File: config.mk
export PLATFORM = sky130hd
export DESIGN_NAME = tccw_ctrl
export DESIGN_NICKNAME = d
export VERILOG_FILES = /design/src/hw/rtl/tccw_pkg.sv /design/src/hw/rtl/tccw_ctrl.sv
export SDC_FILE = /design/constraint.sdc
export NUM_CORES = 1
export LEC_CHECK = 0
export BUFFER_PORTS_ARGS = -buffer_cell sky130_fd_sc_hd__buf_2
export CAP_MARGIN = 20
export CORE_AREA = 8 8 45 47
export CTS_CLUSTER_DIAMETER = 120
export CTS_CLUSTER_SIZE = 8
export DETAILED_ROUTE_END_ITERATION = 10
export DIE_AREA = 0 0 53 55
export PLACE_DENSITY = 0.38
export RECOVER_POWER = 25
export SYNTH_ARGS = -nofsm -noshare
export SYNTH_HDL_FRONTEND = slang
export SYNTH_SLANG_ARGS = --single-unit
File: constraint.sdc
create_clock -name clk -period 2.8 [get_ports clk]
set_input_delay 0.42 -clock clk [delete_from_list [all_inputs] [get_ports clk]]
set_output_delay 0.42 -clock clk [all_outputs]
set_load 0.01 [all_outputs]
File: src/hw/rtl/tccw_pkg.sv
// ----------------------------------------------------------------------------
// tccw_pkg : shared definitions for the text console character writer
// Screen geometry, character codes, controller states and the command and
// status groups passed between the controller and the datapath.
// ----------------------------------------------------------------------------
package tccw_pkg;

  // Screen geometry
  localparam int COLUMNS = 80;
  localparam int ROWS    = 25;
  localparam int CELLS   = COLUMNS * ROWS;
  localparam int ADDR_W  = $clog2(CELLS);

  // Field widths
  localparam int CHAR_W  = 8;
  localparam int COL_W   = 7;
  localparam int ROW_W   = 5;
  localparam int IN_W    = 24;
  localparam int OUT_W   = 24;

  // Character codes and tab spacing
  localparam logic [CHAR_W-1:0] CH_NEWLINE = 8'd10;
  localparam logic [CHAR_W-1:0] CH_TAB     = 8'd9;
  localparam logic [CHAR_W-1:0] CH_SPACE   = 8'h20;
  localparam int                TAB_STOP   = 8;
  localparam int                TAB_W      = $clog2(TAB_STOP);

  // Request kinds carried on in_tuser
  localparam logic CMD_PUT  = 1'b0;
  localparam logic CMD_READ = 1'b1;

  // Controller states
  typedef enum logic [1:0] {
    ST_CLEAR,
    ST_IDLE,
    ST_READ,
    ST_SWEEP
  } state_t;

  // Commands from the controller to the datapath
  typedef struct packed {
    logic accept;     // take the request on the input channel
    logic sweep;      // write one space cell of the running clear
    logic load_read;  // move registered read data into the result
  } ctl_cmd_t;

  // Status from the datapath to the controller
  typedef struct packed {
    logic is_read;     // pending request is a cell read
    logic put_scroll;  // pending put scrolls the screen
    logic sweep_last;  // the clear is at its final cell
  } dp_sts_t;

endpackage

File: src/hw/rtl/tccw_ctrl.sv
// ----------------------------------------------------------------------------
// tccw_ctrl : controller for the text console character writer
// Sequences the reset clear, request acceptance, registered reads and the
// line clear after a scroll, and owns the result valid flag.
// ----------------------------------------------------------------------------
module tccw_ctrl (
  input  logic              clk,
  input  logic              rst_n,
  input  logic              in_tvalid,
  output logic              in_tready,
  output logic              out_tvalid,
  input  logic              out_tready,
  input  tccw_pkg::dp_sts_t sts,
  output tccw_pkg::ctl_cmd_t cmd
);
  import tccw_pkg::*;

  state_t state_r, state_nxt;
  logic   out_valid_r, out_valid_nxt;
  logic   out_free;

  // State and valid registers
  always_ff @(posedge clk) begin
    if (!rst_n) begin
      state_r     <= ST_CLEAR;
      out_valid_r <= 1'b0;
    end else begin
      state_r     <= state_nxt;
      out_valid_r <= out_valid_nxt;
    end
  end

  // The result register is free when empty or being taken this cycle.
  assign out_free = !out_valid_r || out_tready;

  // Next state and commands
  always_comb begin
    state_nxt     = state_r;
    cmd           = '0;
    in_tready     = 1'b0;
    out_valid_nxt = out_valid_r && !out_tready;
    case (state_r)
      ST_CLEAR: begin
        cmd.sweep = 1'b1;
        if (sts.sweep_last) begin
          state_nxt = ST_IDLE;
        end
      end
      ST_IDLE: begin
        in_tready = out_free;
        if (in_tvalid && out_free) begin
          cmd.accept = 1'b1;
          if (sts.is_read) begin
            state_nxt = ST_READ;
          end else begin
            out_valid_nxt = 1'b1;
            if (sts.put_scroll) begin
              state_nxt = ST_SWEEP;
            end
          end
        end
      end
      ST_READ: begin
        cmd.load_read = 1'b1;
        out_valid_nxt = 1'b1;
        state_nxt     = ST_IDLE;
      end
      ST_SWEEP: begin
        cmd.sweep = 1'b1;
        if (sts.sweep_last) begin
          state_nxt = ST_IDLE;
        end
      end
      default: begin
        state_nxt = ST_IDLE;
      end
    endcase
  end

  assign out_tvalid = out_valid_r;

endmodule

==> run_results.csv, run 1 <==
group,metric,value,unit
outcome,status,"finished clean",
sta,relSlewSlack,78.37,%
global_routing,met1_usage,5.152,%
worst_hold_path,min_path_cells,2,
floorplanning,die_w,53,um
synth,yosysMostFrequentCell,"nand2_1",
floorplanning,coreArea,1384,um^2
power,p_leak,0.1764,nW
clock_network,cts_made_buffers,3,
worst_setup_path,cp-end-kind,"output port",
synth,ys_async_sr_fraction,0,%
routing,drc_errors,0,
place,dp.cells,54,
final_layout,post-route-util,23.69,%
floorplanning,start_util,16.46,%
sta,finalSetupViolCount,0,
synth,synth.avg_cell_area,8.434,um^2
synth,syn_area,227.7,um^2
worst_setup_path,crit_family,"flip-flops",
global_routing,grt_use_met3,4.545,%
worst_setup_path,cp.arrival,1250,ps
global_routing,grt_pass1_vias,224,
worst_hold_path,hold_start,"rst_n",
global_routing,grt_overflow,0,
synth,netlist.area_leader.share,26.37,%
sta,setup_slack,1132,ps
clock_network,clk_latency,230,ps
worst_setup_path,start_kind,"flip-flop",
worst_setup_path,criticalPathCategory,"reg -> out",
synth,synth_area_leaders,"dfxtp_1 26%, ha_1 16%, nand2_1 9.9%, mux2i_1 8.8%, a221oi_2 6.6%",
place,dp_hpwl,491.3,um
sta,holdWs,470.2,ps
global_routing,grt_first_pass_wirelength,938,um
worst_setup_path,crit_fanout,5,
global_routing,gr-usage-met2,5.078,%
place,io_buffers,11,
synth,synth_cell_types,15,
flow_run,drv_cap,0,
worst_hold_path,whs_endpoint,"out_tvalid$_SDFF_PN0_",
final_layout,fill_cells,166,
clock_network,post-cts-setup-buffers,0,
global_routing,grt_use_total,4.694,%
synth,syn_inst,27,
synth,ys_top_cells_by_count,"6 x nand2_1, 3 x dfxtp_1, 3 x ha_1",
clock_network,clock_sinks,3,
worst_setup_path,crit_path_max_incr_delay,360,ps
sta,skew,2.250,ps
clock_network,clkTransAtPathRegs,40,ps
floorplanning,num_rows,14,
sta,rsz0062_at_grt,"no",
routing,ant_nets,0,
sta,fin_crit,1668,ps
worst_setup_path,regToRegEndpoint,"state_r[0]$_SDFFE_PN0P_",
sta,maxSlewViolCount,0,
routing,avgRoutedWirePerCell,10.45,um
synth,yosysSeqAreaShare,26.37,%
clock_network,cts_htree_levels,1,
synth,synthFlopType,"dfxtp_1",
final_layout,area_growth,43.96,%
final_layout,stdcell_count,58,
clock_network,clockRootBuffer,"clkbuf_4",
synth,synthesis.nets,37,
sta,timing_hold_violations_final,0,
place,place_area,302.8,um^2
global_routing,grt_max_degree,6,
sta,min_period_over_period,59.56,%
synth,synth_edf_count,0,
synth,synth.largest_area_cell,"dfxtp_1",
worst_setup_path,crit_buf_inv,2,
sta,fin_setup_tns,0,ps
final_layout,layout-drive-gt1-share,40.48,%
power,power,0.3269,mW
synth,yosys_warnings,0,
synth,ys_ff_latch,3,
power,p_per_area,997.2,nW/um^2
routing,drt_iter0_drc,3,
routing,drtPass1Iterations,4,
worst_hold_path,hold_class,"in -> reg",
worst_setup_path,critPathRequiredTime,2380,ps
floorplanning,die_h,55,um
floorplanning,io_pins,12,
sta,fmax,599.6,MHz
worst_setup_path,rr_worst_depth,4,
global_routing,antenna_found_initial,0,
final_layout,num_antenna_cells,0,
floorplanning,dieArea,2915,um^2
clock_network,cts_hold_buf,0,
clock_network,cts_tree,"built",
worst_setup_path,rr_startpoint,"state_r[0]$_SDFFE_PN0P_",
routing,vias,232,
final_layout,fin_nets,53,
sta,tightestPinTransition,324.5,ps
power,peakVddDrop,322.6,uV
clock_network,cts_buffer_depth,2,
place,post-place-ws,1331,ps
worst_setup_path,cp_slowest_cell,"dfxtp_1",
place,gp_congestion,0.7535,
global_routing,globalRoute.busiestLayer,"met1",
routing,routed_wl,606,um
worst_setup_path,reg2reg_slack,1340,ps
worst_setup_path,path_cells,"inv_1 > ha_1 > and3_2 > buf_2",
clock_network,ctsResizeCount,0,
final_layout,stdcell_area,327.8,um^2
routing,vias_per_cell,4.000,
[state kept, by name, summed over array words and instances, names as in the netlist]
register / cells
state_r: 2
out_tvalid: 1
[routing by layer]
metal	share of wire, %	vias to the layer above
li1	-	121
met1	49	94
met2	31	14
met3	18	3
met4	2.0	0
met5	0	-
[power by group]
group | internal, mW | total (mW) | leakage, nW | switching [mW]
sequential | 0.0590 | 0.0735 | 0.0247 | 0.0145
combinational | 0.0828 | 0.177 | 0.137 | 0.0946
clock | 0.0534 | 0.0760 | 0.0150 | 0.0226
total | 0.195 | 0.327 | 0.176 | 0.132
[worst reg2reg max path: stages, from the launching register on]
cell,delay [ps]
dfxtp_1,370
inv_1,60
ha_1,350
a221oi_2,380
mux2i_1,230
[cells by family (layout without fill, tap and decap cells)]
family          after synthesis  after routing  share of synthesized area, %
simple gates                 12             12                         27.47
compound gates                4              4                         15.38
fa+ha+maj                     3              3                         16.49
flops                         3              3                         26.37
buf+inv                       3             18                         5.494
mux                           2              2                         8.792
[placed cells by master, fill, tap and decap left out]
master,count
mux2i_1,2
a221oi_2,1
inv_1,2
o21ai_0,1
ha_1,3
buf_2,10
and2_2,1
and3b_1,1
clkbuf_4,3
nand2b_1,2
nor2_1,1
clkbuf_1,2
dfxtp_1,3
o211a_1,1
a21oi_1,1
clkinvlp_2,1
and3_2,1
nand2_1,6
[cell type report]
type                            count  area (um^2)  area share, %
Timing Repair Buffer               11        53.80          16.41
Tap cell                           16        20.02          6.107
Multi-Input combinational cell     21        155.1          47.33
Clock buffer                        4        26.28          8.015
Sequential cell                     3        60.06          18.32
Inverter                            3        12.51          3.817
[how the worst max path moves through the flow]
stage / startpoint / endpoint / slack, ps / depth (start not counted)
global placement: state_r[0]$_SDFFE_PN0P_ / state_r[1]$_SDFFE_PN0P_ / 1310 / 4
floorplan: state_r[0]$_SDFFE_PN0P_ / state_r[0]$_SDFFE_PN0P_ / 1440 / 4
finish: state_r[1]$_SDFFE_PN0P_ / cmd[2] / 1130 / 4
detailed placement: out_tready / cmd[2] / 1330 / 4
CTS: state_r[1]$_SDFFE_PN0P_ / cmd[2] / 1120 / 4
global route: state_r[1]$_SDFFE_PN0P_ / cmd[2] / 1050 / 4
(Power assumes the default switching activity.)
==> run 2: changes to the inputs <==
--- a/config.mk
+++ b/config.mk
@@ -12,7 +12,7 @@
 export CTS_CLUSTER_SIZE = 8
 export DETAILED_ROUTE_END_ITERATION = 10
 export DIE_AREA = 0 0 53 55
-export PLACE_DENSITY = 0.38
+export PLACE_DENSITY = 0.39
 export RECOVER_POWER = 25
 export SYNTH_ARGS = -nofsm -noshare
 export SYNTH_HDL_FRONTEND = slang
==> constraint.sdc (replaced) <==
create_clock -name clk -period 1.5 [get_ports clk]
set_input_delay 0.225 -clock clk [delete_from_list [all_inputs] [get_ports clk]]
set_output_delay 0.225 -clock clk [all_outputs]
set_load 0.01 [all_outputs]
==> run_results.csv, run 2 (same netlist as run 1, synthesis figures left out) <==
group,metric,value,unit
outcome,status,"finished clean",
global_routing,grt_use_met3,4.545,%
worst_setup_path,rr_startpoint,"state_r[1]$_SDFFE_PN0P_",
final_layout,fin_nets,53,
global_routing,gr-usage-met2,4.297,%
sta,tightestPinTransition,324.2,ps
worst_setup_path,critPathRequiredTime,1270,ps
final_layout,final_cell_mix,"10 x buf_2, 6 x nand2_1, 3 x clkbuf_4",
sta,finalSetupViolCount,0,
final_layout,post-route-util,24.95,%
worst_setup_path,rr_worst_depth,5,
final_layout,layout-drive-gt1-share,47.62,%
worst_setup_path,criticalPathCategory,"reg -> out",
sta,fin_setup_tns,0,ps
clock_network,cts_buffer_depth,2,
clock_network,cts_hold_buf,0,
floorplanning,start_util,16.46,%
worst_setup_path,cp.arrival,1180,ps
global_routing,grt_first_pass_wirelength,848,um
worst_hold_path,min_path_cells,2,
routing,routed_wl,631,um
final_layout,area_growth,51.65,%
place,io_buffers,11,
clock_network,clkTransAtPathRegs,30,ps
place,gp_congestion,0.6960,
sta,timing_hold_violations_final,0,
worst_setup_path,path_cells,"inv_1 > ha_2 > and3_2 > buf_2",
power,p_per_area,1925,nW/um^2
place,post-place-ws,44.95,ps
worst_setup_path,crit_fanout,5,
sta,rsz0062_at_grt,"no",
worst_setup_path,cp_slowest_cell,"dfxtp_1",
clock_network,clockRootBuffer,"clkbuf_4",
clock_network,cts_made_buffers,3,
floorplanning,coreArea,1384,um^2
floorplanning,die_h,55,um
routing,vias,226,
sta,min_period_over_period,93.93,%
floorplanning,die_w,53,um
global_routing,grt_use_total,4.094,%
final_layout,num_antenna_cells,0,
worst_setup_path,crit_family,"flip-flops",
worst_hold_path,hold_class,"in -> reg",
routing,drt_iter0_drc,1,
clock_network,cts_htree_levels,1,
flow_run,drv_cap,0,
worst_hold_path,whs_endpoint,"out_tvalid$_SDFF_PN0_",
worst_setup_path,start_kind,"flip-flop",
clock_network,cts_tree,"built",
sta,fin_crit,1409,ps
floorplanning,dieArea,2915,um^2
worst_setup_path,cp-end-kind,"output port",
worst_setup_path,crit_path_max_incr_delay,340,ps
power,peakVddDrop,658.2,uV
floorplanning,io_pins,12,
clock_network,clock_sinks,3,
power,p_leak,0.1780,nW
floorplanning,num_rows,14,
global_routing,antenna_found_initial,0,
routing,avgRoutedWirePerCell,10.88,um
place,dp_hpwl,489,um
final_layout,largest_reg_flops,2,
worst_setup_path,crit_buf_inv,2,
global_routing,met1_usage,5.000,%
global_routing,grt_overflow,0,
final_layout,fill_cells,165,
routing,drc_errors,0,
routing,drtPass1Iterations,2,
global_routing,grt_max_degree,6,
clock_network,clk_latency,230,ps
worst_setup_path,reg2reg_slack,130,ps
sta,maxSlewViolCount,0,
routing,vias_per_cell,3.897,
sta,holdWs,278.4,ps
worst_setup_path,regToRegEndpoint,"state_r[1]$_SDFFE_PN0P_",
global_routing,globalRoute.busiestLayer,"met1",
final_layout,final_common_cell,"buf_2",
worst_hold_path,hold_start,"rst_n",
global_routing,grt_pass1_vias,207,
final_layout,largest_register,"state_r",
sta,fmax,709.8,MHz
sta,setup_slack,91.10,ps
sta,skew,0.1405,ps
routing,ant_nets,0,
sta,relSlewSlack,78.16,%
[run 2: cell types whose count changed in the layout (fill, tap and decap cells not counted)]
cell      delta
dfxtp_2      +1
ha_1         -2
a221oi_2     -1
a221oi_4     +1
dfxtp_1      -1
ha_2         +2
[run 2: routing by layer]
metal / share of wire (%) / vias to the layer above / wire, um
li1: - / 121 / -
met1: 50 / 93 / 315
met2: 32 / 12 / 200
met3: 18 / 0 / 116
met4: 0 / 0 / 0
met5: 0 / - / 0
[run 2: power breakdown]
part           leakage [nW]  internal, mW  switching, mW
clock network        0.0150        0.0994         0.0370
registers            0.0249         0.113         0.0268
logic                 0.138         0.187          0.202
[run 2: per-stage QoR]
step                total power, mW  cells  instance area [um^2]
floorplan                    0.3703     27                 227.7
global route                 0.7327     58                 345.3
finish                       0.6649     58                 345.3
CTS                          0.6217     58                 329.1
global placement             0.4787     54                 302.8
detailed placement           0.4766     54                 302.8
[run 2: what timing repair did]
action                     4_1_cts  5_1_grt
setup endpoints to repair        0        4
resized for setup                0        4
hold endpoints to repair         0        0
buffers inserted                 0        0
[run 2: layout make-up]
| type | instances | area, um^2 | area share, % |
|---|---|---|---|
| inverters | 3 | 12.51 | 3.623 |
| clock buffers | 4 | 26.28 | 7.609 |
| multi-input cells | 21 | 171.4 | 49.64 |
| repair buffers | 11 | 53.80 | 15.58 |
| well taps | 16 | 20.02 | 5.797 |
| flip-flops and latches | 3 | 61.31 | 17.75 |
[run 2: worst register-to-register path: cells and delay by family (launching register included)]
family / cells / cell delay, ps
fa+ha+maj: 1 / 210
buf+inv: 1 / 70
flops: 1 / 340
compound gates: 1 / 250
mux: 1 / 210
simple gates: 1 / 210
[run 2: how the worst max path moves through the flow]
stage                     slack (ps)  cells after the start                     from                 endpoint
final                             90                      4  state_r[1]$_SDFFE_PN0P_                   cmd[2]
after detailed placement          40                      4  state_r[0]$_SDFFE_PN0P_  state_r[1]$_SDFFE_PN0P_
after global placement            20                      4  state_r[0]$_SDFFE_PN0P_  state_r[0]$_SDFFE_PN0P_
after global routing              20                      4  state_r[1]$_SDFFE_PN0P_                   cmd[2]
after CTS                         30                      4  state_r[0]$_SDFFE_PN0P_  state_r[1]$_SDFFE_PN0P_
after floorplan                  140                      4  state_r[0]$_SDFFE_PN0P_  state_r[0]$_SDFFE_PN0P_
